--- config.mk ---
export PLATFORM = sky130hd
export DESIGN_NAME = gdncu_date2jdn
export DESIGN_NICKNAME = d
export VERILOG_FILES = /design/src/sv/gdncu_pkg.sv /design/src/sv/gdncu_date2jdn.sv
export SDC_FILE = /design/constraint.sdc
export NUM_CORES = 1
export LEC_CHECK = 0
export ABC_AREA = 1
export BUFFER_PORTS_ARGS = -buffer_cell sky130_fd_sc_hd__buf_2
export CAP_MARGIN = 0
export CORE_MARGIN = 1
export CORE_UTILIZATION = 45
export DETAILED_ROUTE_END_ITERATION = 8
export GPL_TIMING_DRIVEN = 1
export MAX_ROUTING_LAYER = met4
export PLACE_DENSITY = 0.64
export SETUP_SLACK_MARGIN = 0.3
export SYNTH_ARGS = -nofsm -noshare
export SYNTH_HDL_FRONTEND = slang
export SYNTH_SLANG_ARGS = --single-unit
--- constraint.sdc ---
create_clock -name clk -period 5.36 [get_ports clk]
set_input_delay 0 -clock clk [delete_from_list [all_inputs] [get_ports clk]]
set_output_delay 0 -clock clk [all_outputs]
set_load 0.01 [all_outputs]
--- src/sv/gdncu_pkg.sv ---
`default_nettype none

package gdncu_pkg;

    // Field widths
    localparam int JDN_W   = 23;
    localparam int YEAR_W  = 14;
    localparam int MONTH_W = 4;
    localparam int DAY_W   = 5;
    localparam int AMT_W   = 21;

    // Supported span: 0001-01-01 .. 9999-12-31
    localparam logic [JDN_W-1:0] JDN_MIN = 23'd1721426;
    localparam logic [JDN_W-1:0] JDN_MAX = 23'd5373484;
    localparam logic [YEAR_W-1:0] YEAR_MAX = 14'd9999;

    // Action codes
    localparam logic [1:0] ACT_TO_JDN     = 2'd0;
    localparam logic [1:0] ACT_TO_DATE    = 2'd1;
    localparam logic [1:0] ACT_ADD_DAYS   = 2'd2;
    localparam logic [1:0] ACT_ADD_MONTHS = 2'd3;

    // Calendar constants
    localparam int JDN_OFS   = 32044;
    localparam int JDN_EPOCH = 32045;
    localparam int YEAR_OFS  = 4800;

    // Month arithmetic runs on a positive biased count: total + 12 * YEAR_BIAS
    localparam int YEAR_BIAS  = 87382;
    localparam int MONTH_BIAS = 12 * YEAR_BIAS;

    // Stage counts of the converters and of the whole pipeline
    localparam int J2D_LAT  = 6;
    localparam int D2J_LAT  = 3;
    localparam int PIPE_LAT = 1 + J2D_LAT + 5 + D2J_LAT + 1 + J2D_LAT + 1;

    // Reciprocals: floor(x / D) == (x * ceil(2^K / D)) >> K for x < 2^N, K = N + clog2(D)
    localparam int K_146097 = 44;   // N = 26
    localparam logic [26:0] RCP_146097 =
        27'(((64'd1 << K_146097) + 64'd146096) / 64'd146097);
    localparam int K_1461 = 30;     // N = 19
    localparam logic [19:0] RCP_1461 =
        20'(((64'd1 << K_1461) + 64'd1460) / 64'd1461);
    localparam int K_153 = 20;      // N = 12
    localparam logic [12:0] RCP_153 =
        13'(((64'd1 << K_153) + 64'd152) / 64'd153);
    localparam int K_12 = 26;       // N = 22
    localparam logic [22:0] RCP_12 =
        23'(((64'd1 << K_12) + 64'd11) / 64'd12);
    localparam int K_100 = 22;      // N = 15
    localparam logic [15:0] RCP_100 =
        16'(((64'd1 << K_100) + 64'd99) / 64'd100);

    typedef struct packed {
        logic [YEAR_W-1:0]  year;
        logic [MONTH_W-1:0] month;
        logic [DAY_W-1:0]   day;
    } date_t;

    // Days before March-based month mm: (153 * mm + 2) / 5
    function automatic logic [8:0] month_offset(input logic [3:0] mm);
        logic [8:0] ofs;
        case (mm)
            4'd0:    ofs = 9'd0;
            4'd1:    ofs = 9'd31;
            4'd2:    ofs = 9'd61;
            4'd3:    ofs = 9'd92;
            4'd4:    ofs = 9'd122;
            4'd5:    ofs = 9'd153;
            4'd6:    ofs = 9'd184;
            4'd7:    ofs = 9'd214;
            4'd8:    ofs = 9'd245;
            4'd9:    ofs = 9'd275;
            4'd10:   ofs = 9'd306;
            4'd11:   ofs = 9'd337;
            default: ofs = 9'd0;
        endcase
        return ofs;
    endfunction

    function automatic logic [4:0] month_days(input logic [3:0] m, input logic leap);
        logic [4:0] len;
        case (m)
            4'd2:    len = leap ? 5'd29 : 5'd28;
            4'd4,
            4'd6,
            4'd9,
            4'd11:   len = 5'd30;
            4'd1,
            4'd3,
            4'd5,
            4'd7,
            4'd8,
            4'd10,
            4'd12:   len = 5'd31;
            default: len = 5'd0;
        endcase
        return len;
    endfunction

endpackage

`default_nettype wire

--- src/sv/gdncu_date2jdn.sv ---
`default_nettype none

module gdncu_date2jdn (
    input  wire                            clk,
    input  wire gdncu_pkg::date_t          date,
    output logic [gdncu_pkg::JDN_W-1:0]    jdn
);

    // Stage 1: shift to a March-based year
    logic        early;
    logic [14:0] yy1_reg;
    logic [3:0]  mm1_reg;
    logic [4:0]  d1_reg;

    assign early = (date.month <= 4'd2);

    always_ff @(posedge clk)
    begin
        yy1_reg <= 15'(date.year) + 15'(gdncu_pkg::YEAR_OFS) - 15'(early);
        mm1_reg <= early ? (date.month + 4'd9) : (date.month - 4'd3);
        d1_reg  <= date.day;
    end

    // Stage 2: century count, year days, month offset
    logic [30:0] p100;
    logic [7:0]  q2_reg;
    logic [22:0] p365_2_reg;
    logic [12:0] quad2_reg;
    logic [8:0]  moff2_reg;
    logic [4:0]  d2_reg;

    assign p100 = 31'(yy1_reg) * 31'(gdncu_pkg::RCP_100);

    always_ff @(posedge clk)
    begin
        q2_reg     <= p100[gdncu_pkg::K_100+7:gdncu_pkg::K_100];
        p365_2_reg <= 23'(yy1_reg) * 23'd365;
        quad2_reg  <= yy1_reg[14:2];
        moff2_reg  <= gdncu_pkg::month_offset(mm1_reg);
        d2_reg     <= d1_reg;
    end

    // Stage 3: sum the terms
    logic [23:0] sum;
    logic [22:0] jdn_reg;

    assign sum = 24'(d2_reg) + 24'(moff2_reg) + 24'(p365_2_reg) + 24'(quad2_reg)
               - 24'(q2_reg) + 24'(q2_reg[7:2]) - 24'(gdncu_pkg::JDN_EPOCH);

    always_ff @(posedge clk)
    begin
        jdn_reg <= sum[22:0];
    end

    assign jdn = jdn_reg;

endmodule

`default_nettype wire

**Word level (Yosys, flattened, before mapping)**

Memory sizes are Yosys's and may differ from the RTL's. A register that Yosys moved wholly into a read port is not among the register bits.
Index checks and enable logic that the tools add are counted.

- Flip-flop bits (word level): 96
- ROM bits: 144
- Input port bits: 24
- Output and inout port bits: 23
- Word-level logic and storage cells: 23
- Memories kept: 1

Memory list:

| name | words | bits a word | rd ports | clocked after Yosys merged registers in | write ports | RTL line | source |
|---|---|---|---|---|---|---|---|
| (no name shown) | 16 | 9 | 1 | 1 | 0 | gdncu_pkg.sv:63 | `case (mm)` |

- Add/sub/neg operators: 10
- $mul: 2
- $lt $le $gt $ge: 1
- Muxes and demuxes: 1

Operators by type and width:

| operator | count |
|---|---|
| $mul A15 B13 Y27 const B | 1 |
| $add A10 B23 Y23 | 1 |
| $add A23 B13 Y23 | 1 |
| $add A23 B6 Y23 | 1 |
| $mul A15 B9 Y23 const B | 1 |
| $sub A23 B15 Y23 const B | 1 |
| $sub A23 B8 Y23 | 1 |
| $add A14 B13 Y15 const B | 1 |
| $sub A15 B1 Y15 | 1 |
| $add A5 B9 Y10 | 1 |
| $add A4 B4 Y4 const B | 1 |
| $le A4 B2 Y1 const B | 1 |
| $mux W4 | 1 |
| $sub A4 B2 Y4 const B | 1 |

**Longest topological paths before layout**

- Word-level depth: 6
- Mapped depth: 20

**Worst setup path before layout**

OpenSTA, ideal clock, no wires.

- Path kind: register -> register
- From: reg yy1_reg[13]
- To: reg q2_reg[4]
- Arrival: 4.027 ns
- Required time: 5.247 ns
- Path slack: 1.220 ns
- Cell stages (with the launch flop): 21
- Period minus slack after synthesis: 4.140 ns
- Cells stage by stage: dfxtp_1 > inv_1 > fa_1 > inv_1 > ha_1 > inv_1 > fa_1 > inv_1 > fa_1 > inv_1 > fa_1 > inv_1 > ha_1 > nand2_1 > nor2_1 > nand2_1 > nor2_1 > a21oi_1 > nand3_1 > nand2_1 > nand2_1

- Longest elaborated chain between the ends: 1

Ends and longest elaborated chain:

| what | RTL line | source |
|---|---|---|
| start, declared | gdncu_date2jdn.sv:11 | `logic [14:0] yy1_reg;` |
| start signal, assigned | gdncu_date2jdn.sv:19 | `yy1_reg <= 15'(date.year) + 15'(gdncu_pkg::YEAR_OFS) - 15'(early);` |
| $mul A15 B13 Y27 | gdncu_date2jdn.sv:32 | `assign p100 = 31'(yy1_reg) * 31'(gdncu_pkg::RCP_100);` |
| via p100[26] | gdncu_date2jdn.sv:25 | `logic [30:0] p100;` |
| end signal, assigned | gdncu_date2jdn.sv:36 | `q2_reg <= p100[gdncu_pkg::K_100+7:gdncu_pkg::K_100];` |
| end, declared | gdncu_date2jdn.sv:26 | `logic [7:0] q2_reg;` |

The timed path passes the listed nets, and every way through them passes these cells.

**Final worst setup path**

- From: reg yy1_reg[14]
- To: reg q2_reg[0]

The elaborated chain is that of the path after synthesis.

==> metrics.txt <==
Final Hold Fails=0; Mapped Area=around 12000 um^2; Worst-Margin Slew=422 ps; Die ar.=approximately 27000 um^2; Crit path arrival time=a little under 5000 ps; critical setup path kind=reg2reg; Avg Inst Size Synth=8.44 um^2; unrepaired setup endpoints after global routing=false; Peak Freq=219 MHz; MaxCap Viol Count=0; WL/cell=~15 um; pin count of the biggest net entering global routing=18; Fin Hold WS=between 6 and 7 ps; pre-CTS setup slack=just under 800 ps; Resized cells post-CTS=0; relative slew slack=slightly above 70%; DR vias/cell=roughly 4.8; Detail Route Antenna Nets=0; status=completed; worst r2r src=yy1_reg[14]; residual DRC count=0; clock root cell=clkbuf_16; post-DP HPWL=between 20000 and 25000 um; hold crit path type=in2reg; Final Max Slew Viols=0; fin crit period=~4600 ps; Synth top area share=about a quarter; unique cell type count in the Yosys netlist=29; Area contributors post-synth=fa_1 24%, ha_1 23%, dfxtp_1 18%, inv_1 13%, nand2_1 6.3%; post-synth top area cell=fa_1; crit path setup slack, layout=just under 800 ps; row count=about 60; DR vias=between 8000 and 9000; layout cell share with drive strength beyond 1=between 5 and 6%; Yosys warning total=0; TritonCTS clock tree=done; Util after Layout=between 40% and 50%; Fillers=~2500; GRT Util Overall=between 20 and 25%; fin crit share=85.2%; Layout Nets=between 1500 and 2000; register area share after synthesis=17.7%; Cells after Synth=approximately 1400; Die Height=164 um; skew final=4.02 ps; PortBufs=46; Clock Sinks=105; worst skew pair latency=approximately 360 ps; syn_nets=approximately 1800; 1st-pass router iterations=5; Initial Util=approximately 46%; Synth Register Bits=105; Worst setup EP type=register; clock-pin slew on the worst setup and hold paths=70 ps; Detailed Route Iter0 Violations=~360; Worst Path Max Fanout=9; Syn-to-layout area delta=9.17%; first-pass GRT wire length=45000 um; vias in the first global route=roughly 9000; grt total ovfl=0; GP Congestion=1.04; clock buffer depth=2; Final Setup Violations=0; crit path from=yy1_reg[14]; die width=approximately 160 um; CP startpoint kind=register; setup tns final=0 ps; worst hold start=date[9]; initial antenna violation count=1; CORE AREA=around 26000 um^2; I/O pin count=47; # H-tree levels=3; Crit path required time=approximately 5600 ps; CTS Buf Count=9; Total Routed Length=26900 um
==> per-layer routing <==
layer | share of wire [%] | global-route usage [%] | vias up
li1 | - | - | 4450
met1 | 45 | 27.0 | 4019
met2 | 48 | 37.5 | 163
met3 | 4.4 | 4.22 | 37
met4 | 3.3 | 7.59 | 0
met5 | 0 | - | -
==> final timing paths <==
| kind | end | cells past startpoint | slack [ps] |
|---|---|---|---|
| setup reg to reg | q2_reg[0] | 18 | 790 |
| hold / removal | yy1_reg[0] | 4 | 6 |
| hold reg to reg | d2_reg[0] | 0 | 330 |
| setup / recovery | q2_reg[0] | 18 | 790 |
==> critical path: stages, from the launching register on <==
cell	delay (ps)
dfxtp_1	580
inv_1	160
fa_1	510
inv_1	50
ha_1	260
inv_1	50
fa_1	470
inv_1	60
fa_1	530
inv_1	50
fa_1	540
inv_1	40
ha_1	320
a21oi_1	240
o21ai_0	160
a21oi_1	210
nand2_1	90
nand2_1	70
nand2_1	60
==> synth_stat cells <==
| cell | instances |
|---|---|
| nand2_1 | 200 |
| xnor2_1 | 12 |
| nor2_1 | 72 |
| a21oi_1 | 68 |
| a21oi_2 | 1 |
| a21boi_0 | 4 |
| fa_1 | 144 |
| nand3_1 | 40 |
| nor4_1 | 1 |
| nor2_2 | 1 |
| ha_1 | 218 |
| nand4_1 | 21 |
| a31oi_1 | 2 |
| nor3_1 | 15 |
| xor2_1 | 32 |
| o21bai_1 | 6 |
| dfxtp_1 | 105 |
| inv_1 | 402 |
| nand3b_1 | 5 |
| o211ai_1 | 1 |
| nand2_2 | 8 |
| a211oi_1 | 2 |
| nor3_2 | 1 |
| o31ai_1 | 1 |
| or2_2 | 2 |
| a31o_2 | 1 |
| o21ai_2 | 3 |
| a21o_1 | 6 |
| o21ai_0 | 33 |
==> cell families (layout without fill, tap and decap cells) <==
group,Yosys count,count (layout),synth area share [%]
AO/OA/AOI/OAI,128,128,6.00
XOR/XNOR,44,44,3.25
adder cells (fa/ha/maj),362,362,47.3
buffers and inverters,402,478,12.7
flip-flops,105,105,17.7
other,0,1,0
AND/OR/NAND/NOR,366,366,13.1
==> cell type report <==
class | instances | area, um^2 | area share, %
clock buffers | 11 | 243 | 1.87
well taps | 335 | 419 | 3.23
clock inverters | 5 | 61.3 | 0.473
multi-input cells | 900 | 8260 | 63.7
repair buffers | 60 | 363 | 2.80
inverters | 402 | 1510 | 11.6
flip-flops and latches | 105 | 2100 | 16.2
diodes | 1 | 2.50 | 0.0193
==> per-stage QoR <==
stage / cells / instance area, um^2
2_1_floorplan: 1407 / 11900
3_3_place_gp: 1791 / 12500
3_5_place_dp: 1791 / 12500
4_1_cts: 1818 / 13000
5_1_grt: 1819 / 13000
6_report: 1819 / 13000
==> repair_timing <==
action,CTS,global route
buffers inserted,0,0
hold buffers,11,0
hold endpoints to repair,13,0
==> layout by cell type, fill, tap and decap left out, types with 33 or more instances in the layout <==
master,count
inv_1,402
a21oi_1,68
dfxtp_1,105
nand3_1,40
buf_2,46
o21ai_0,33
ha_1,218
fa_1,144
nor2_1,72
nand2_1,200
Power is left out: the tool's default activity adds up to more than one toggle a clock period on the data nets, which glitch-free logic cannot reach.
