File: src/sv/gdncu_pkg.sv
`default_nettype none

package gdncu_pkg;

    // Field widths
    localparam int JDN_W   = 23;
    localparam int YEAR_W  = 14;
    localparam int MONTH_W = 4;
    localparam int DAY_W   = 5;
    localparam int AMT_W   = 21;

    // Supported span: 0001-01-01 .. 9999-12-31
    localparam logic [JDN_W-1:0] JDN_MIN = 23'd1721426;
    localparam logic [JDN_W-1:0] JDN_MAX = 23'd5373484;
    localparam logic [YEAR_W-1:0] YEAR_MAX = 14'd9999;

    // Action codes
    localparam logic [1:0] ACT_TO_JDN     = 2'd0;
    localparam logic [1:0] ACT_TO_DATE    = 2'd1;
    localparam logic [1:0] ACT_ADD_DAYS   = 2'd2;
    localparam logic [1:0] ACT_ADD_MONTHS = 2'd3;

    // Calendar constants
    localparam int JDN_OFS   = 32044;
    localparam int JDN_EPOCH = 32045;
    localparam int YEAR_OFS  = 4800;

    // Month arithmetic runs on a positive biased count: total + 12 * YEAR_BIAS
    localparam int YEAR_BIAS  = 87382;
    localparam int MONTH_BIAS = 12 * YEAR_BIAS;

    // Stage counts of the converters and of the whole pipeline
    localparam int J2D_LAT  = 6;
    localparam int D2J_LAT  = 3;
    localparam int PIPE_LAT = 1 + J2D_LAT + 5 + D2J_LAT + 1 + J2D_LAT + 1;

    // Reciprocals: floor(x / D) == (x * ceil(2^K / D)) >> K for x < 2^N, K = N + clog2(D)
    localparam int K_146097 = 44;   // N = 26
    localparam logic [26:0] RCP_146097 =
        27'(((64'd1 << K_146097) + 64'd146096) / 64'd146097);
    localparam int K_1461 = 30;     // N = 19
    localparam logic [19:0] RCP_1461 =
        20'(((64'd1 << K_1461) + 64'd1460) / 64'd1461);
    localparam int K_153 = 20;      // N = 12
    localparam logic [12:0] RCP_153 =
        13'(((64'd1 << K_153) + 64'd152) / 64'd153);
    localparam int K_12 = 26;       // N = 22
    localparam logic [22:0] RCP_12 =
        23'(((64'd1 << K_12) + 64'd11) / 64'd12);
    localparam int K_100 = 22;      // N = 15
    localparam logic [15:0] RCP_100 =
        16'(((64'd1 << K_100) + 64'd99) / 64'd100);

    typedef struct packed {
        logic [YEAR_W-1:0]  year;
        logic [MONTH_W-1:0] month;
        logic [DAY_W-1:0]   day;
    } date_t;

    // Days before March-based month mm: (153 * mm + 2) / 5
    function automatic logic [8:0] month_offset(input logic [3:0] mm);
        logic [8:0] ofs;
        case (mm)
            4'd0:    ofs = 9'd0;
            4'd1:    ofs = 9'd31;
            4'd2:    ofs = 9'd61;
            4'd3:    ofs = 9'd92;
            4'd4:    ofs = 9'd122;
            4'd5:    ofs = 9'd153;
            4'd6:    ofs = 9'd184;
            4'd7:    ofs = 9'd214;
            4'd8:    ofs = 9'd245;
            4'd9:    ofs = 9'd275;
            4'd10:   ofs = 9'd306;
            4'd11:   ofs = 9'd337;
            default: ofs = 9'd0;
        endcase
        return ofs;
    endfunction

    function automatic logic [4:0] month_days(input logic [3:0] m, input logic leap);
        logic [4:0] len;
        case (m)
            4'd2:    len = leap ? 5'd29 : 5'd28;
            4'd4,
            4'd6,
            4'd9,
            4'd11:   len = 5'd30;
            4'd1,
            4'd3,
            4'd5,
            4'd7,
            4'd8,
            4'd10,
            4'd12:   len = 5'd31;
            default: len = 5'd0;
        endcase
        return len;
    endfunction

endpackage

`default_nettype wire

File: src/sv/gdncu_jdn2date.sv
`default_nettype none

module gdncu_jdn2date (
    input  wire                            clk,
    input  wire [gdncu_pkg::JDN_W-1:0]     jdn,
    output gdncu_pkg::date_t               date
);

    // Stage 1: a = jdn + 32044, b = (4a + 3) / 146097
    logic [23:0] a_next;
    logic [25:0] x1;
    logic [52:0] p1;
    logic [23:0] a1_reg;
    logic [8:0]  b1_reg;

    assign a_next = 24'(jdn) + 24'(gdncu_pkg::JDN_OFS);
    assign x1     = {a_next, 2'b11};
    assign p1     = 53'(x1) * 53'(gdncu_pkg::RCP_146097);

    always_ff @(posedge clk)
    begin
        a1_reg <= a_next;
        b1_reg <= p1[gdncu_pkg::K_146097+8:gdncu_pkg::K_146097];
    end

    // Stage 2: c = a - 146097 * b / 4
    logic [26:0] p2;
    logic [24:0] c_wide;
    logic [16:0] c2_reg;
    logic [8:0]  b2_reg;

    assign p2     = 27'(b1_reg) * 27'd146097;
    assign c_wide = {1'b0, a1_reg} - p2[26:2];

    always_ff @(posedge clk)
    begin
        c2_reg <= c_wide[16:0];
        b2_reg <= b1_reg;
    end

    // Stage 3: e4 = (4c + 3) / 1461
    logic [18:0] x3;
    logic [38:0] p3;
    logic [16:0] c3_reg;
    logic [6:0]  e4_3_reg;
    logic [8:0]  b3_reg;

    assign x3 = {c2_reg, 2'b11};
    assign p3 = 39'(x3) * 39'(gdncu_pkg::RCP_1461);

    always_ff @(posedge clk)
    begin
        c3_reg   <= c2_reg;
        e4_3_reg <= p3[gdncu_pkg::K_1461+6:gdncu_pkg::K_1461];
        b3_reg   <= b2_reg;
    end

    // Stage 4: e = c - 1461 * e4 / 4
    logic [17:0] p4;
    logic [16:0] e_wide;
    logic [8:0]  e4_reg;
    logic [6:0]  e4_4_reg;
    logic [8:0]  b4_reg;

    assign p4     = 18'(e4_3_reg) * 18'd1461;
    assign e_wide = c3_reg - 17'(p4[17:2]);

    always_ff @(posedge clk)
    begin
        e4_reg   <= e_wide[8:0];
        e4_4_reg <= e4_3_reg;
        b4_reg   <= b3_reg;
    end

    // Stage 5: mm = (5e + 2) / 153, partial year 100b + e4
    logic [11:0] x5;
    logic [24:0] p5;
    logic [3:0]  mm5_reg;
    logic [8:0]  e5_reg;
    logic [15:0] yb5_reg;

    assign x5 = 12'({e4_reg, 2'b00}) + 12'(e4_reg) + 12'd2;
    assign p5 = 25'(x5) * 25'(gdncu_pkg::RCP_153);

    always_ff @(posedge clk)
    begin
        mm5_reg <= p5[gdncu_pkg::K_153+3:gdncu_pkg::K_153];
        e5_reg  <= e4_reg;
        yb5_reg <= 16'(b4_reg) * 16'd100 + 16'(e4_4_reg);
    end

    // Stage 6: day of month; fold the March-based month and year back to January-based
    logic             wrap;
    logic [8:0]       day_wide;
    logic [15:0]      year_wide;
    gdncu_pkg::date_t date_next;
    gdncu_pkg::date_t date_reg;

    always_comb
    begin
        wrap            = (mm5_reg >= 4'd10);
        day_wide        = e5_reg - gdncu_pkg::month_offset(mm5_reg) + 9'd1;
        year_wide       = yb5_reg - 16'(gdncu_pkg::YEAR_OFS) + 16'(wrap);
        date_next.day   = day_wide[4:0];
        date_next.month = wrap ? (mm5_reg - 4'd9) : (mm5_reg + 4'd3);
        date_next.year  = year_wide[13:0];
    end

    always_ff @(posedge clk)
    begin
        date_reg <= date_next;
    end

    assign date = date_reg;

endmodule

`default_nettype wire

File: config.mk
export PLATFORM = sky130hd
export DESIGN_NAME = gdncu_jdn2date
export DESIGN_NICKNAME = d
export VERILOG_FILES = /design/src/sv/gdncu_pkg.sv /design/src/sv/gdncu_jdn2date.sv
export SDC_FILE = /design/constraint.sdc
export NUM_CORES = 2
export LEC_CHECK = 0
export ABC_AREA = 1
export BUFFER_PORTS_ARGS = -buffer_cell sky130_fd_sc_hd__buf_4
export CORE_MARGIN = 4
export CORE_UTILIZATION = 49
export DETAILED_ROUTE_END_ITERATION = 12
export HOLD_SLACK_MARGIN = 0.15
export PLACE_DENSITY = 0.67
export SETUP_SLACK_MARGIN = 0.02
export SLEW_MARGIN = 30
export SYNTH_ARGS = -nofsm -noshare
export SYNTH_HDL_FRONTEND = slang
export SYNTH_SLANG_ARGS = --single-unit
File: constraint.sdc
create_clock -name clk -period 7.5 [get_ports clk]
set_input_delay 1.5 -clock clk [delete_from_list [all_inputs] [get_ports clk]]
set_output_delay 1.5 -clock clk [all_outputs]
set_load 0.01 [all_outputs]
## Yosys cells after proc, flatten, opt, wreduce, memory -nomap -nowiden

Memories as Yosys holds them, arrays and structs flattened. A register that Yosys moved wholly into a read port is not among the register bits.
Cells that the tools add are included.
W data, S select, Z words.

| word-level totals | value |
|---|---|
| output and inout port bits | 23 |
| input port bits | 24 |
| memories kept | 1 |
| flip-flop bits (word level) | 148 |
| ROM bits | 144 |

| operators by class | value |
|---|---|
| multiply operators | 6 |
| multiplexer cells | 1 |
| add/sub/neg operators | 12 |
| magnitude comparators | 1 |

Memory list:

| name | depth | width | rd ports | clocked after Yosys merged registers in | write ports | line | text |
|---|---|---|---|---|---|---|---|
| (name not given) | 16 | 9 | 1 | 1 | 0 | gdncu_pkg.sv:63 | `case (mm)` |

Operators by type and width:

| operator | count |
|---|---|
| $mul A26 B24 Y50 const B | 1 |
| $mul A19 B20 Y37 const B | 1 |
| $add A23 B15 Y24 const B | 1 |
| $mul A12 B12 Y23 const B | 1 |
| $mul A9 B18 Y19 const B | 1 |
| $sub A17 B17 Y17 | 1 |
| $add A14 B1 Y14 | 1 |
| $add A14 B7 Y14 | 1 |
| $sub A14 B13 Y14 const B | 1 |
| $add A11 B9 Y12 | 1 |
| $add A12 B2 Y12 const B | 1 |
| $mul A9 B5 Y12 const B | 1 |
| $mul A7 B11 Y11 const B | 1 |
| $sub A9 B9 Y9 | 1 |
| $add A5 B1 Y5 const B | 1 |
| $sub A5 B5 Y5 | 1 |
| $add A4 B2 Y4 const B | 1 |
| $ge A4 B4 Y1 const B | 1 |
| $mux W4 | 1 |
| $sub A4 B4 Y4 const B | 1 |

## Depth between registers and ports, before layout

| depth | value |
|---|---|
| depth in word-level cells | 3 |
| mapped depth | 35 |
| mapped depth without buffers | 35 |

## Worst setup path before layout

Ideal clock, no wire load.

| timing | value |
|---|---|
| path type | input -> register |
| start point | input jdn[2] (netlist name) |
| end point | register b1_reg[1] |
| cell stages on the path | 26 |
| data arrival time | 7.454 ns |
| path buffers | 0 |
| slack | -0.066 ns |
| path through | inv_1 -> ha_1 -> o21ai_4 -> nand2_2 -> nand2_2 -> inv_1 -> nand2_1 -> xor2_1 -> inv_1 -> fa_1 -> inv_1 -> fa_1 -> fa_1 -> inv_1 -> fa_1 -> fa_1 -> fa_1 -> ha_1 -> ha_1 -> nand2_1 -> nor2_1 -> nand2_1 -> nor4_1 -> nand3b_1 -> nand4_1 -> nand2_1 |

| between the ends | value |
|---|---|
| longest elaborated chain between the ends | 2 |

Ends and longest elaborated chain:

| item | line | text |
|---|---|---|
| from (decl) | gdncu_jdn2date.sv:5 | `input wire [gdncu_pkg::JDN_W-1:0] jdn,` |
| $add A23 B15 Y24 | gdncu_jdn2date.sv:16 | `assign a_next = 24'(jdn) + 24'(gdncu_pkg::JDN_OFS);` |
| via a_next[12] | gdncu_jdn2date.sv:10 | `logic [23:0] a_next;` |
| $mul A26 B24 Y50 | gdncu_jdn2date.sv:18 | `assign p1 = 53'(x1) * 53'(gdncu_pkg::RCP_146097);` |
| via p1[45] | gdncu_jdn2date.sv:12 | `logic [52:0] p1;` |
| to (signal assigned) | gdncu_jdn2date.sv:23 | `b1_reg <= p1[gdncu_pkg::K_146097+8:gdncu_pkg::K_146097];` |
| to (decl) | gdncu_jdn2date.sv:14 | `logic [8:0] b1_reg;` |

The timed path passes the listed nets, and every way through them passes these cells.

## Worst setup path after layout

| timing | value |
|---|---|
| start point | input jdn[2] (netlist name) |
| end point | register b1_reg[7] |

Same word-level chain as after synthesis.

==> flow_summary.json <==
{
  "grt_overflow": 0,
  "ys_seq_area_share_pct": 10.35,
  "outcome": "finished, final reports clean",
  "grt_pass1_vias": 23700,
  "cts_made_buffers": 17,
  "hold_violations": 0,
  "num-fill-cells": 5473,
  "worstPathArrival_ns": 7.54,
  "tightest_slew_ns": 0.5904,
  "ant_nets": 0,
  "cpMostUsedCell": "inv_1",
  "setup_viol": 0,
  "die_y_um": 253.7,
  "fp.dieW_um": 253.7,
  "clock_sinks": 153,
  "worstSetupStartpointType": "input port",
  "grt_pass1_wl_um": 120300,
  "area_growth_pct": 12.11,
  "netlist-cell-type-count": 49,
  "grt.total_usage_pct": 23.72,
  "io_buffers": 46,
  "nets": 4788,
  "rr_startpoint": "e4_reg[0]",
  "route.detailed.drc": 0,
  "antenna_found_initial": 0,
  "synth_ff_type": "dfxtp_1",
  "start_util_pct": 49.84,
  "gp_congestion": 0.9540,
  "required_ns": 7.80,
  "crit_fanout": 3,
  "clk_pin_slew_ns": 0.06,
  "syn_avg_cell_area_um2": 8.416,
  "startpoint": "jdn[2]",
  "maxSlewViolCount": 0,
  "fin_crit_sh_pct": 96.52,
  "fmax_mhz": 138.1,
  "drive_above_1_share_pct": 9.880,
  "cpMaxStageDelayCell": "fa_1",
  "cts_max_level": 4,
  "period_minus_slack_ns": 7.239,
  "placed_area_mm2": 0.03214,
  "crit_path_end_kind": "register",
  "cts_setup_buffers": 0,
  "postRouteWirelength_um": 72570,
  "cts_tree": "done",
  "critPathKind": "input port to register",
  "final_area_mm2": 0.03316,
  "endpoint": "b1_reg[7]",
  "die-area_mm2": 0.06437,
  "fin_ws_ns": 0.2610,
  "cap_viol_max_count": 0,
  "drtIter0Drc": 925,
  "viasPerCell": 4.927,
  "clk_latency_ns": 0.43,
  "post-dp-hpwl_um": 66150,
  "grt_max_degree": 17,
  "reg2regPathDepth": 28,
  "rrSetupSlack_ns": 1.33,
  "hold_class": "register to register",
  "io_pins": 47,
  "synth_edf_count": 0,
  "num_rows": 89,
  "first_pass_iters": 7,
  "synthCells": 3515,
  "synth_top_cell_by_area": "fa_1",
  "yosys_warnings": 0,
  "coreArea_mm2": 0.05935,
  "synth_seq_cells": 153,
  "synth_area_leaders": "fa_1 (28%), ha_1 (26%), inv_1 (12%), dfxtp_1 (10%), nand2_1 (6.4%)",
  "syn_area_mm2": 0.02958,
  "ctsHoldBuffers": 0,
  "cts_resized": 0,
  "synth_nets": 4561,
  "vias": 22320,
  "cts_buffer_depth": 2,
  "max-slew-margin-rel_pct": 60.51,
  "cp_slowest_stage_delay_ns": 0.56,
  "largest_reg_flops": 23,
  "synth-async-reset-ratio_pct": 0,
  "post-place-ws_ns": -0.3429,
  "wl_per_cell_um": 16.02,
  "rsz0062_at_grt": "no",
  "root_buffer": "clkbuf_16",
  "yosysTopAreaCellShare_pct": 28.15,
  "final.setup_skew_ns": 0.01196
}
layer usage:
metal / global-route usage, % / up-vias / share of wire, %
met4: 9.937 / 0 / 5.1
met1: 29.55 / 10510 / 43
met3: 2.374 / 164 / 3.0
li1: - / 11230 / -
met5: 0 / - / 0
met2: 42.18 / 419 / 49
cell usage after synthesis, drive strengths merged (2+ instances only):
master / instances
o211ai: 4
xor2: 98
and2: 4
o31ai: 2
nand3: 105
inv: 995
nor3: 29
a31o: 3
a21o: 19
nor2: 163
o21ai: 96
xnor2: 45
nand4: 34
nand2: 529
o21bai: 15
a211oi: 2
nor4: 8
ha: 606
a21boi: 4
o21a: 2
a21oi: 152
dfxtp: 153
nand3b: 11
fa: 416
or2: 7
a31oi: 9
worst min-delay path by stage:
stage	start	endpoint	slack, ns	depth (start not counted)
2_1_floorplan	b2_reg[0]	b3_reg[0]	0.31	0
3_3_place_gp	b2_reg[0]	b3_reg[0]	0.31	0
3_5_place_dp	b2_reg[1]	b3_reg[1]	0.31	0
4_1_cts	b2_reg[6]	b3_reg[6]	0.32	0
5_1_grt	b3_reg[0]	b4_reg[0]	0.33	0
6_report	b2_reg[6]	b3_reg[6]	0.32	0
cell usage in the layout, fill, tap and decap left out, types with 6 or more instances in the layout:
cell,instances
clkbuf_16,17
nand2_2,27
nand3b_1,11
a21oi_2,7
a31oi_1,9
ha_1,586
nor2_1,149
xor2_1,86
o21ai_1,17
inv_2,16
nor2_2,13
xnor2_1,44
nor3_1,23
ha_4,17
xor2_2,9
a21o_1,19
dfxtp_1,153
buf_4,206
fa_1,414
nand4_1,33
o21ai_0,77
inv_1,978
o21bai_1,15
a21oi_1,145
nor3_2,6
nand2_1,497
nand3_1,99
nor4_1,6
cell type report:
cell class / count / area (um^2) / share of cell area, %
Multi-Input combinational cell: 2367 / 23220 / 70.01
Inverter: 995 / 3737 / 11.27
Sequential cell: 153 / 3063 / 9.236
Timing Repair Buffer: 208 / 1587 / 4.784
Tap cell: 773 / 967.2 / 2.916
Clock buffer: 20 / 456.7 / 1.377
Clock inverter: 12 / 130.1 / 0.3924
Antenna cell: 2 / 5.005 / 0.01509
worst max-delay path, delay by kind of cell:
kind                       cells  cell delay [ns]
and+or+nand+nor                6             0.55
buffers and inverters         11             0.99
xor gates and xnor gates       3             0.48
adders and majority gates      9             3.81
AOI/OAI and AO/OA              2             0.18
cells by family after synthesis:
logic type	count (synthesis)	share of synthesized area, %
adder cells (fa/ha/maj)	1022	53.78
AO/OA/AOI/OAI	311	5.833
AND/OR/NAND/NOR	891	13.00
XOR/XNOR	143	4.399
flip-flops	153	10.35
buffers and inverters	995	12.63
per-stage QoR:
stage / utilization (%) / TNS, ns / std cells / hold slack, ns
4_1_cts: 55.14 / 0 / 4528 / 0.3237
5_1_grt: 55.87 / 0 / 4528 / 0.3308
6_report: 55.88 / 0 / 4530 / 0.3244
2_1_floorplan: - / 0 / 3515 / 0.3096
3_5_place_dp: 54.16 / -2.531 / 4496 / 0.3121
3_3_place_gp: 54.16 / -2.062 / 4496 / 0.3098
Power is not shown: default switching activity piles up to over one toggle a cycle in this logic, so the estimate is an artifact.
